[config.mk]
export PLATFORM = sky130hd
export DESIGN_NAME = fbpc_match
export DESIGN_NICKNAME = d
export VERILOG_FILES = /design/src/rtl/flow_byte_packet_counter_assert.svh /design/src/rtl/fbpc_pkg.sv /design/src/rtl/fbpc_match.sv
export SDC_FILE = /design/constraint.sdc
export NUM_CORES = 1
export LEC_CHECK = 0
export ABC_CLOCK_PERIOD_IN_PS = 1700
export BUFFER_PORTS_ARGS = -buffer_cell sky130_fd_sc_hd__buf_4
export CORE_AREA = 5 5 122 124
export DETAILED_ROUTE_END_ITERATION = 10
export DIE_AREA = 0 0 127 129
export PLACE_DENSITY = 0.49
export SLEW_MARGIN = 20
export SYNTH_ARGS = -nofsm -noshare
export SYNTH_HDL_FRONTEND = slang
export SYNTH_SLANG_ARGS = --single-unit
[constraint.sdc]
create_clock -name vclk -period 1.7
set_input_delay 0.17 -clock vclk [all_inputs]
set_output_delay 0.17 -clock vclk [all_outputs]
set_load 0.02 [all_outputs]
[src/rtl/flow_byte_packet_counter_assert.svh]
// ----------------------------------------------------------------------------
// Flow byte/packet counter assertion macros
// Shorthand for the concurrent checks at the end of the top level.
// ----------------------------------------------------------------------------
`ifndef FLOW_BYTE_PACKET_COUNTER_ASSERT_SVH
`define FLOW_BYTE_PACKET_COUNTER_ASSERT_SVH

// check an expression at every clock edge out of reset
`define FBPC_ASSERT_ALWAYS(label, clk, rst_n, expr, msg) \
	label: assert property (@(posedge clk) disable iff (!rst_n) (expr)) else $error(msg);

// check that a condition implies another in the same cycle
`define FBPC_ASSERT_IMPLY(label, clk, rst_n, ante, cons, msg) \
	label: assert property (@(posedge clk) disable iff (!rst_n) (ante) |-> (cons)) \
		else $error(msg);

`endif

[src/rtl/fbpc_pkg.sv]
// ----------------------------------------------------------------------------
// Flow byte/packet counter package
// Shared types, codes and constants of the flow counter.
// ----------------------------------------------------------------------------
package fbpc_pkg;

	localparam int KEY_W   = 49;
	localparam int STAMP_W = 48;
	localparam int CNT_W   = 64;

	localparam logic [15:0] ETHERTYPE_IPV4 = 16'h0800;
	localparam logic [7:0]  LOOPBACK_OCTET = 8'd127;

	typedef enum logic [2:0] {
		ST_HIT      = 3'd0,
		ST_INSERT   = 3'd1,
		ST_EVICT    = 3'd2,
		ST_TRUNC    = 3'd3,
		ST_NOT_IPV4 = 3'd4,
		ST_LOOPBACK = 3'd5,
		ST_Q_FOUND  = 3'd6,
		ST_Q_MISS   = 3'd7
	} status_t;

	typedef enum logic [1:0] {
		S_IDLE,
		S_SCAN,
		S_UPDATE
	} state_t;

	typedef struct packed {
		logic        mode;
		logic        headers_complete;
		logic [15:0] ether_type;
		logic [31:0] source_addr;
		logic [31:0] dest_addr;
		logic [15:0] iface_index;
		logic        flow_dir;
		logic [15:0] frame_length;
		logic [31:0] query_addr;
	} in_t;

	typedef struct packed {
		status_t          status;
		logic [CNT_W-1:0] byte_count;
		logic [CNT_W-1:0] packet_count;
	} out_t;

	typedef struct packed {
		logic [KEY_W-1:0]   key;
		logic [STAMP_W-1:0] stamp;
		logic [CNT_W-1:0]   bytes;
		logic [CNT_W-1:0]   packets;
	} entry_t;

	typedef struct packed {
		logic hit;
		logic older;
	} cmp_t;

	function automatic logic [KEY_W-1:0] make_key(logic [31:0] addr, logic [15:0] iface,
		logic dir);
		return {addr, iface, dir};
	endfunction

endpackage

[src/rtl/fbpc_match.sv]
// ----------------------------------------------------------------------------
// Flow counter entry compare unit
// Matches one stored entry against the search key and ranks its recency
// against the oldest entry seen so far in the scan.
// ----------------------------------------------------------------------------
module fbpc_match (
	input  logic [fbpc_pkg::KEY_W-1:0]   key,
	input  fbpc_pkg::entry_t             row,
	input  logic [fbpc_pkg::STAMP_W-1:0] best_stamp,
	input  logic                         first,
	output fbpc_pkg::cmp_t               cmp
);

	always_comb begin
		cmp.hit   = (row.key == key);
		cmp.older = first || (row.stamp < best_stamp);
	end

endmodule

Word level (Yosys, flattened, before mapping). Cells that the tools add are included.

Shift-type cells: 0. Reductions and logical operators: 1. Multiply operators: 0. $add $sub $neg: 0. Order comparisons: 1. Multiplexer cells: 0. Equal/unequal tests: 1. Div/mod/pow operators: 0. Bitwise gates (word level): 0.

Operator list (number): equality test 49 bit (1); less-than comparator 48 bit (1); logical OR 1 bit (1).

Bits in latches: 0. Input port bits: 323. Memories: 0. Bits in registers: 0. Memory bits (writable): 0. ROM bits: 0. Output and inout port bits: 2.

Depth between registers and ports, before layout.
Depth after elaboration: 2. Depth in mapped cells: 7. Gate-level depth less buffers: 7.

Worst setup path after synthesis. No wires, ideal clock.

Kind: input to output. Start: input best_stamp[1] (netlist name). End: output cmp[0] (netlist name). Data required time: 1.530 ns. Data arrival time: 1.539 ns. Path slack: -0.009 ns. Stages: 6. Cells stage by stage: inv_1 ha_1 a2111o_1 a311oi_2 a31oi_1 a211oi_2.

RTL lines: start: declaration (line fbpc_match.sv:9) `input logic [fbpc_pkg::STAMP_W-1:0] best_stamp,`; end: declaration (line fbpc_match.sv:11) `output fbpc_pkg::cmp_t cmp`.

==> flow_summary.yaml <==
run_status:
  status: "finished with violations"
  violations: "setup timing"
clock_tree:
  cts_hold_buf: 0
power_and_ir_drop:
  swShare_pct: 37.5
  pwr-share-comb_pct: 100.0
  seq_power_share_pct: 0
  p_per_area_mw_per_mm2: 216
  p_clk_share_pct: 0
  p_int_uw: 513
  leakage_uw: 0.00202
  power_switching_uw: 308
  p_total_uw: 821
  ir_drop_uv: 83.8
flow_run:
  cap_violations: 0
worst_setup_path:
  cp_common_cell: "buf_4"
  slowest_stage: "or4_1"
  cp_top_family: "simple AND/OR/NAND/NOR gates"
  critPathRequiredTime_ns: 1.53
  worstPathArrival_ns: 1.67
  path_max_fanout: 2
  crit_type: "in2out"
  cp_slowest_stage_delay_ns: 0.54
  crit_path_end_kind: "primary output"
  path_buf_inv: 2
  worst_setup_path_start_kind: "input pin"
  crit_path_cell_trace: "buf_4 > ha_4 > nand4_1 > or4_1 > o211ai_1 > a211oi_2 > buf_4"
timing:
  period_share_pct: 108
  drv_slew: 0
  rsz0062_at_grt: "yes"
  maxSlewHeadroom_pct: 70.4
  timing.setup.tns_ns: -0.170
  fmax_mhz: 542
  setup_viol: 2
  period_needed_ns: 1.84
  final_hold_viol_count: 0
  tightest_slew_ns: 0.440
  whs_ns: 0.736
  fin_ws_ns: -0.144
global_routing:
  grt_pass1_vias: 2669
  grt.total_usage_pct: 9.30
  overflow: 0
  grt_antenna_before_repair: 0
  grt_max_degree: 5
  grt_pass1_wl_um: 12500
finish:
  n_fill_cell: 1492
  nets: 820
  drive_above_1_share_pct: 54.7
  seq_cells: 0
  multiInputGateArea_sq_mm: 0.00173
  nClkBuffers: 0
  insertedDiodeCount: 0
  area_growth_pct: 119
  fin_util_pct: 27.8
  layout.cells.non_filler: 628
  register_area_sq_um: 0
floorplanning:
  fp.dieW_um: 127
  die-area_sq_mm: 0.0164
  coreArea_sq_mm: 0.0137
  io_pins: 325
  die-height_um: 129
  start_util_pct: 12.7
  rows: 43
logic_synthesis:
  synth_top_area_share_pct: 33.9
  synth_area_leader_cell: "ha_1"
  synthDistinctLibCells: 29
  netlist_instances: 233
  synthesis.area_sq_mm: 0.00174
  ys_top_cells_by_count: "ha_1 (47), inv_1 (47), xor2_1 (47), a21oi_1 (16), nor4_1 (14)"
  syn_nets: 603
  netlist_top_cells_area: "ha_1 (34%), xor2_1 (24%), inv_1 (10%)"
  yosys_warnings: 0
  syn_avg_cell_area_sq_um: 7.45
  ys_seq_area_share_pct: 0
routing:
  totalWireLength_um: 8300
  routedWlPerCell_um: 13.2
  ant_nets: 0
  wl_met3_um: 1070
  top_layer: "met4"
  wl_met1_um: 2840
  vias_per_cell: 3.85
  wl_met2_um: 4360
  via_count: 2417
  drt_iter0_drc: 23
  first_pass_iters: 4
  post-route-drc-count: 0
min_path:
  hp-class: "in2out"
placed_design:
  io_buffers: 197
  finalWeightedCongestion: 0.829
  placed_cells: 621
  dp_hpwl_um: 7970
per-layer routing:
metal,up-vias,global-route usage (%)
met3,2,3.15
li1,1245,-
met4,0,0.379
met1,1023,9.56
met5,-,0
met2,147,19.0
stage by stage:
step                worst slack (ns)  area [sq um]
finish                        -0.144          3790
global placement              -0.258          3520
global route                  -0.260          3790
detailed placement            -0.291          3520
CTS                           -0.165          3740
floorplan                    0.00549          1740
repair_timing:
item	4_1_cts	5_1_grt
pin swaps	21	6
setup endpoints to repair	2	2
gates cloned	0	0
gates resized for setup	35	7
setup buffers	4	3
layout make-up:
cell class	count	area share [%]
timing repair buffer	215	43.5
multi-input combinational	186	45.7
inverter	47	4.85
tap	180	5.93
worst paths after layout:
kind	start	endpoint	depth (start not counted)
setup / recovery	row[154]	cmp[0]	7
hold / removal	row[222]	cmp[1]	5
power groups by stage:
stage / logic (uW) / registers, uW / clock network, uW
detailed placement: 766 / 0 / 0
global placement: 750 / 0 / 0
finish: 821 / 0 / 0
global route: 922 / 0 / 0
floorplan: 282 / 0 / 0
CTS: 822 / 0 / 0
placed cells by master, fill, tap and decap left out, types with 2 or more instances in the layout:
cell type,n
nor2_1,3
ha_4,9
buf_6,8
xor2_1,47
nand2_1,10
nand3_1,6
a21o_1,4
nor4_2,4
ha_1,38
xnor2_1,2
buf_4,206
nor4_1,9
inv_2,5
a21oi_1,15
o21ai_0,4
nand4_1,11
nor3_1,2
inv_1,39
inv_4,3
kinds of logic (layout without fill, tap and decap cells):
family / Yosys count / count (layout) / synth area share [%]
and+or+nand+nor: 52 / 52 / 16.9
AOI/OAI and AO/OA: 38 / 38 / 14.4
buffers and inverters: 47 / 262 / 10.2
xor gates and xnor gates: 49 / 49 / 24.7
adders and majority gates: 47 / 47 / 33.9
No activity file was read; power rests on OpenSTA's default activity.
