File: src/rtl/flow_byte_packet_counter_assert.svh
// ----------------------------------------------------------------------------
// Flow byte/packet counter assertion macros
// Shorthand for the concurrent checks at the end of the top level.
// ----------------------------------------------------------------------------
`ifndef FLOW_BYTE_PACKET_COUNTER_ASSERT_SVH
`define FLOW_BYTE_PACKET_COUNTER_ASSERT_SVH

// check an expression at every clock edge out of reset
`define FBPC_ASSERT_ALWAYS(label, clk, rst_n, expr, msg) \
	label: assert property (@(posedge clk) disable iff (!rst_n) (expr)) else $error(msg);

// check that a condition implies another in the same cycle
`define FBPC_ASSERT_IMPLY(label, clk, rst_n, ante, cons, msg) \
	label: assert property (@(posedge clk) disable iff (!rst_n) (ante) |-> (cons)) \
		else $error(msg);

`endif

File: src/rtl/fbpc_ram.sv
// ----------------------------------------------------------------------------
// Generic RAM
// One write port and one read port with registered read data.
// ----------------------------------------------------------------------------
module fbpc_ram #(
	parameter int WIDTH = 8,
	parameter int DEPTH = 16
) (
	input  logic                     clk,
	input  logic                     we,
	input  logic [$clog2(DEPTH)-1:0] waddr,
	input  logic [WIDTH-1:0]         wdata,
	input  logic                     re,
	input  logic [$clog2(DEPTH)-1:0] raddr,
	output logic [WIDTH-1:0]         rdata
);

	logic [WIDTH-1:0] mem [DEPTH];

	always_ff @(posedge clk) begin
		if (we) begin
			mem[waddr] <= wdata;
		end
		if (re) begin
			rdata <= mem[raddr];
		end
	end

endmodule

File: config.mk
export PLATFORM = sky130hd
export DESIGN_NAME = fbpc_ram
export DESIGN_NICKNAME = d
export VERILOG_FILES = /design/src/rtl/flow_byte_packet_counter_assert.svh /design/src/rtl/fbpc_ram.sv
export SDC_FILE = /design/constraint.sdc
export NUM_CORES = 1
export LEC_CHECK = 0
export ABC_CLOCK_PERIOD_IN_PS = 2500
export BUFFER_PORTS_ARGS = -buffer_cell sky130_fd_sc_hd__buf_2
export CORE_ASPECT_RATIO = 0.8
export CORE_MARGIN = 1.5
export CORE_UTILIZATION = 35
export CTS_CLUSTER_DIAMETER = 60
export DETAILED_ROUTE_END_ITERATION = 8
export HOLD_SLACK_MARGIN = 0.12
export PLACE_DENSITY = 0.46
export RECOVER_POWER = 50
export SLEW_MARGIN = 10
export SYNTH_ARGS = -nofsm -noshare
export SYNTH_HDL_FRONTEND = slang
export SYNTH_SLANG_ARGS = --single-unit
File: constraint.sdc
create_clock -name clk -period 2.5 [get_ports clk]
set_clock_uncertainty 0.15 [all_clocks]
set_input_delay 0.25 -clock clk [delete_from_list [all_inputs] [get_ports clk]]
set_output_delay 0.25 -clock clk [all_outputs]
set_load 0.1 [all_outputs]
Yosys cells after proc, flatten, opt, wreduce, memory -nomap -nowiden
Memories as Yosys holds them, arrays and structs flattened. A register that Yosys moved wholly into a read port is not among the register bits.
Index checks and enable logic that the tools add are counted.
{"block": "word_totals", "regBits": 0, "mem_bits_rw": 128, "inputBits": 19, "output_inout_bits": 8, "elab_cells": 3, "memories": 1}
{"memory": "mem", "depth": 16, "word_bits": 8, "read_ports": 1, "rd_clocked_by_memory_dff": 1, "wr": 1, "line_no": "fbpc_ram.sv:18", "text": "logic [WIDTH-1:0] mem [DEPTH];"}
{"block": "op_classes", "mux": 2}
{"operator": "$mux W1", "count": 2}

Depth between registers and ports, before layout
{"block": "logic_depth", "word_depth": 2, "mapped_depth": 5, "ltp_nobuf": 3}

Least setup slack after synthesis
Ideal clock, no wire load.
{"block": "synth_path", "path_type": "input port to flip-flop", "startpoint": "input port waddr[2]", "endpoint": "memory mem[0][0], enable pin", "setup_time_ps": 383, "arrival_time_ps": 1360, "slack_ps": 607, "stages": 2, "n_path_buf": 0, "path_cell_list": "or3b_2 nor3_1"}
{"element": "start: declaration", "line_no": "fbpc_ram.sv:11", "text": "input logic [$clog2(DEPTH)-1:0] waddr,"}
{"element": "end: declaration", "line_no": "fbpc_ram.sv:18"}
Straight into the memory's write port.

Final worst setup path
{"block": "layout_path", "startpoint": "register rdata[7], read port of mem", "endpoint": "output port rdata[7]"}
{"element": "start: declaration", "line_no": "fbpc_ram.sv:15", "text": "output logic [WIDTH-1:0] rdata"}
No word-level cell between the ends.

==> flow_metrics.env <==
export IMPL_setup_viol=0
export IMPL_crit_fanout=1
export IMPL_port_buffers=26
export IMPL_end_kind="output pin"
export IMPL_synthesis_nets=248
export IMPL_ys_seq_area_frac=0.781
export IMPL_post_cts_buffers=0
export IMPL_crit_buf_inv=1
export IMPL_drc=5
export IMPL_worstHoldStart="waddr[0]"
export IMPL_initial_core_util=0.362
export IMPL_die_h_um=112
export IMPL_status="finished, violations left"
export IMPL_rr_endpoint="rdata[3]"
export IMPL_post_dp_hpwl_um=6650
export IMPL_power_density_mw_per_mm2=801
export IMPL_routedWlPerCell_um=21.8
export IMPL_cp_slowest_cell="buf_2"
export IMPL_hold_violations=0
export IMPL_dieWidth_um=140
export IMPL_wirelength_um=10600
export IMPL_path_class="flip-flop to output pin"
export IMPL_vias=2441
export IMPL_final_min_clock_period_ns=1.64
export IMPL_grt_pass1_vias=2451
export IMPL_n_antenna_cell=0
export IMPL_irDropWorstVdd_mv=0.488
export IMPL_nets=311
export IMPL_io_pins=27
export IMPL_dp_cells=448
export IMPL_p_leak_nw=2.03
export IMPL_cts_made_buffers=17
export IMPL_yosysTopAreaCell="edfxtp_1"
export IMPL_setup_ws_ns=0.858
export IMPL_start_kind="flip-flop"
export IMPL_fin_crit_sh=0.657
export IMPL_worstPathArrival_ns=1.24
export IMPL_max_freq_mhz=609
export IMPL_grt_max_degree=33
export IMPL_syn_inst=229
export IMPL_critPathTopFamily="buffers and inverters"
export IMPL_max_cap_violations=0
export IMPL_final_core_util=0.428
export IMPL_grt_overflow=0
export IMPL_grt_pass1_wl_um=16000
export IMPL_final_cell_count_no_fill=485
export IMPL_hold_depth=3
export IMPL_synth_top_cell_area_share=0.781
export IMPL_crit_path_cell_trace="buf_2"
export IMPL_antenna_found_initial=0
export IMPL_routed_via_density=5.03
export IMPL_cts_tree="built"
export IMPL_grt_use_total=0.146
export IMPL_slew_headroom=0.505
export IMPL_htree_levels=4
export IMPL_core_area_mm2=0.0144
export IMPL_num_rows=39
export IMPL_holdPathEnd="mem[0][7]"
export IMPL_place_ws_ns=0.462
export IMPL_clk_path_buf_depth=2
export IMPL_final_layout_size_suffix_gt1_frac=0.229
export IMPL_clock_sinks=136
export IMPL_ys_top_cells_by_area="edfxtp_1 78%, mux4_2 7.8%, mux4_1 7.0%, a22oi_1 2.3%, nor2_1 0.93%"
export IMPL_drt_iter0_drc=171
export IMPL_ys_types=18
export IMPL_violations="design-rule violations"
export IMPL_ys_ff_latch=136
export IMPL_rsz0062_at_grt="false"
export IMPL_cts_root_buf="clkbuf_16"
export IMPL_tightest_slew_ns=0.740
export IMPL_layout_area_overhead_vs_synth_pct=18.4
export IMPL_r2r_start="mem[9][3]"
export IMPL_reg2regPathDepth=3
export IMPL_avgSynthCellArea_um2=22.8
export IMPL_drt_pre_antenna_iters=6
export IMPL_globalplace_congestion=0.676
export IMPL_dieArea_mm2=0.0157
export IMPL_yosysWarnings=0
export IMPL_critPathRequiredTime_ns=2.10
export IMPL_slowest_delay_ns=0.45
export IMPL_r2r_slack_ns=0.89
export IMPL_slew_viol_final=0
export IMPL_ant_nets=0
export IMPL_syn_area_mm2=0.00523
export IMPL_hold_class="primary input to flip-flop"
export IMPL_path_clk_slew_ns=0.06
export IMPL_clk_latency_ns=0.40
export IMPL_tns_ns=0
final cells by class:
| cell class | instances | area (µm²) |
|---|---|---|
| tap | 184 | 230 |
| timing repair buffer | 54 | 344 |
| sequential | 136 | 4080 |
| clock inverter | 8 | 36.3 |
| clock buffer | 20 | 437 |
| fill | 1279 | 8260 |
| multi-input combinational | 83 | 1060 |
cells by family (layout without fill, tap and decap cells):
family	count (synthesis)	count (layout)	synth area share
buffers and inverters	10	82	0.0165
AOI/OAI and AO/OA	16	16	0.0230
DFF	136	136	0.781
muxes	32	32	0.148
and+or+nand+nor	35	35	0.0314
metal layers:
metal  up-vias  GRT usage  routed length (µm)
li1       1102          -                   -
met3         8     0.0397                 417
met2        50      0.208                4690
met4         0     0.0463                  93
met5         -          0                   0
met1      1281      0.219                5370
what timing repair did:
action,in CTS,in global routing
gates resized for setup,0,0
hold buffers,9,0
hold endpoints to repair,136,0
setup endpoints to repair,0,0
per-stage QoR:
step | total power [mW] | area, µm² | hold WS (ns)
floorplan | 2.84 | 5230 | 0.199
global placement | 2.95 | 5670 | 0.493
detailed placement | 2.95 | 5670 | 0.479
CTS | 5.02 | 6230 | 0.280
global route | 5.14 | 6190 | 0.301
finish | 4.96 | 6190 | 0.291
worst max-delay path by stage:
stage / from / endpoint / cells after the start
final: rdata[7] / rdata[7] / 1
after detailed placement: raddr[0] / rdata[3] / 5
after global routing: mem[3][7] / rdata[7] / 3
after CTS: rdata[7] / rdata[7] / 1
after floorplan: waddr[2] / mem[0][0] / 2
after global placement: raddr[0] / rdata[3] / 5
cell usage after synthesis, drive strengths merged:
cell and number:
and2 1, edfxtp 136, nand2 9, nor3 4
nor2b 1, a22oi 16, mux4 32, or3b 1
clkdlybuf4s25 3, buf 7, and2b 1, nand3b 2
nand3 1, nor2 13, nand2b 2
cells in the final DEF, fill, tap and decap left out:
master,n
edfxtp_1,136
clkbuf_1,20
mux4_2,18
buf_2,18
clkbuf_16,17
a22oi_1,16
mux4_1,14
nor2_1,13
nand2_1,9
dlygate4sd3_1,9
buf_4,8
clkinv_2,5
nor3_1,4
clkinv_1,3
nand3b_1,2
nand2b_1,2
buf_12,2
nor2b_1,1
and2_1,1
and2b_1,1
nand3_1,1
or3b_2,1
flip-flops by register name, indices dropped and copies added (netlist names):
name and count:
rdata 8, mem 128
power breakdown:
part	internal [mW]	leakage [nW]	switching, mW
clock network	1.22	0.237	0.832
registers	2.57	1.24	0.0138
logic	0.106	0.561	0.216
total	3.90	2.03	1.06
No activity file was read; power rests on OpenSTA's default activity.
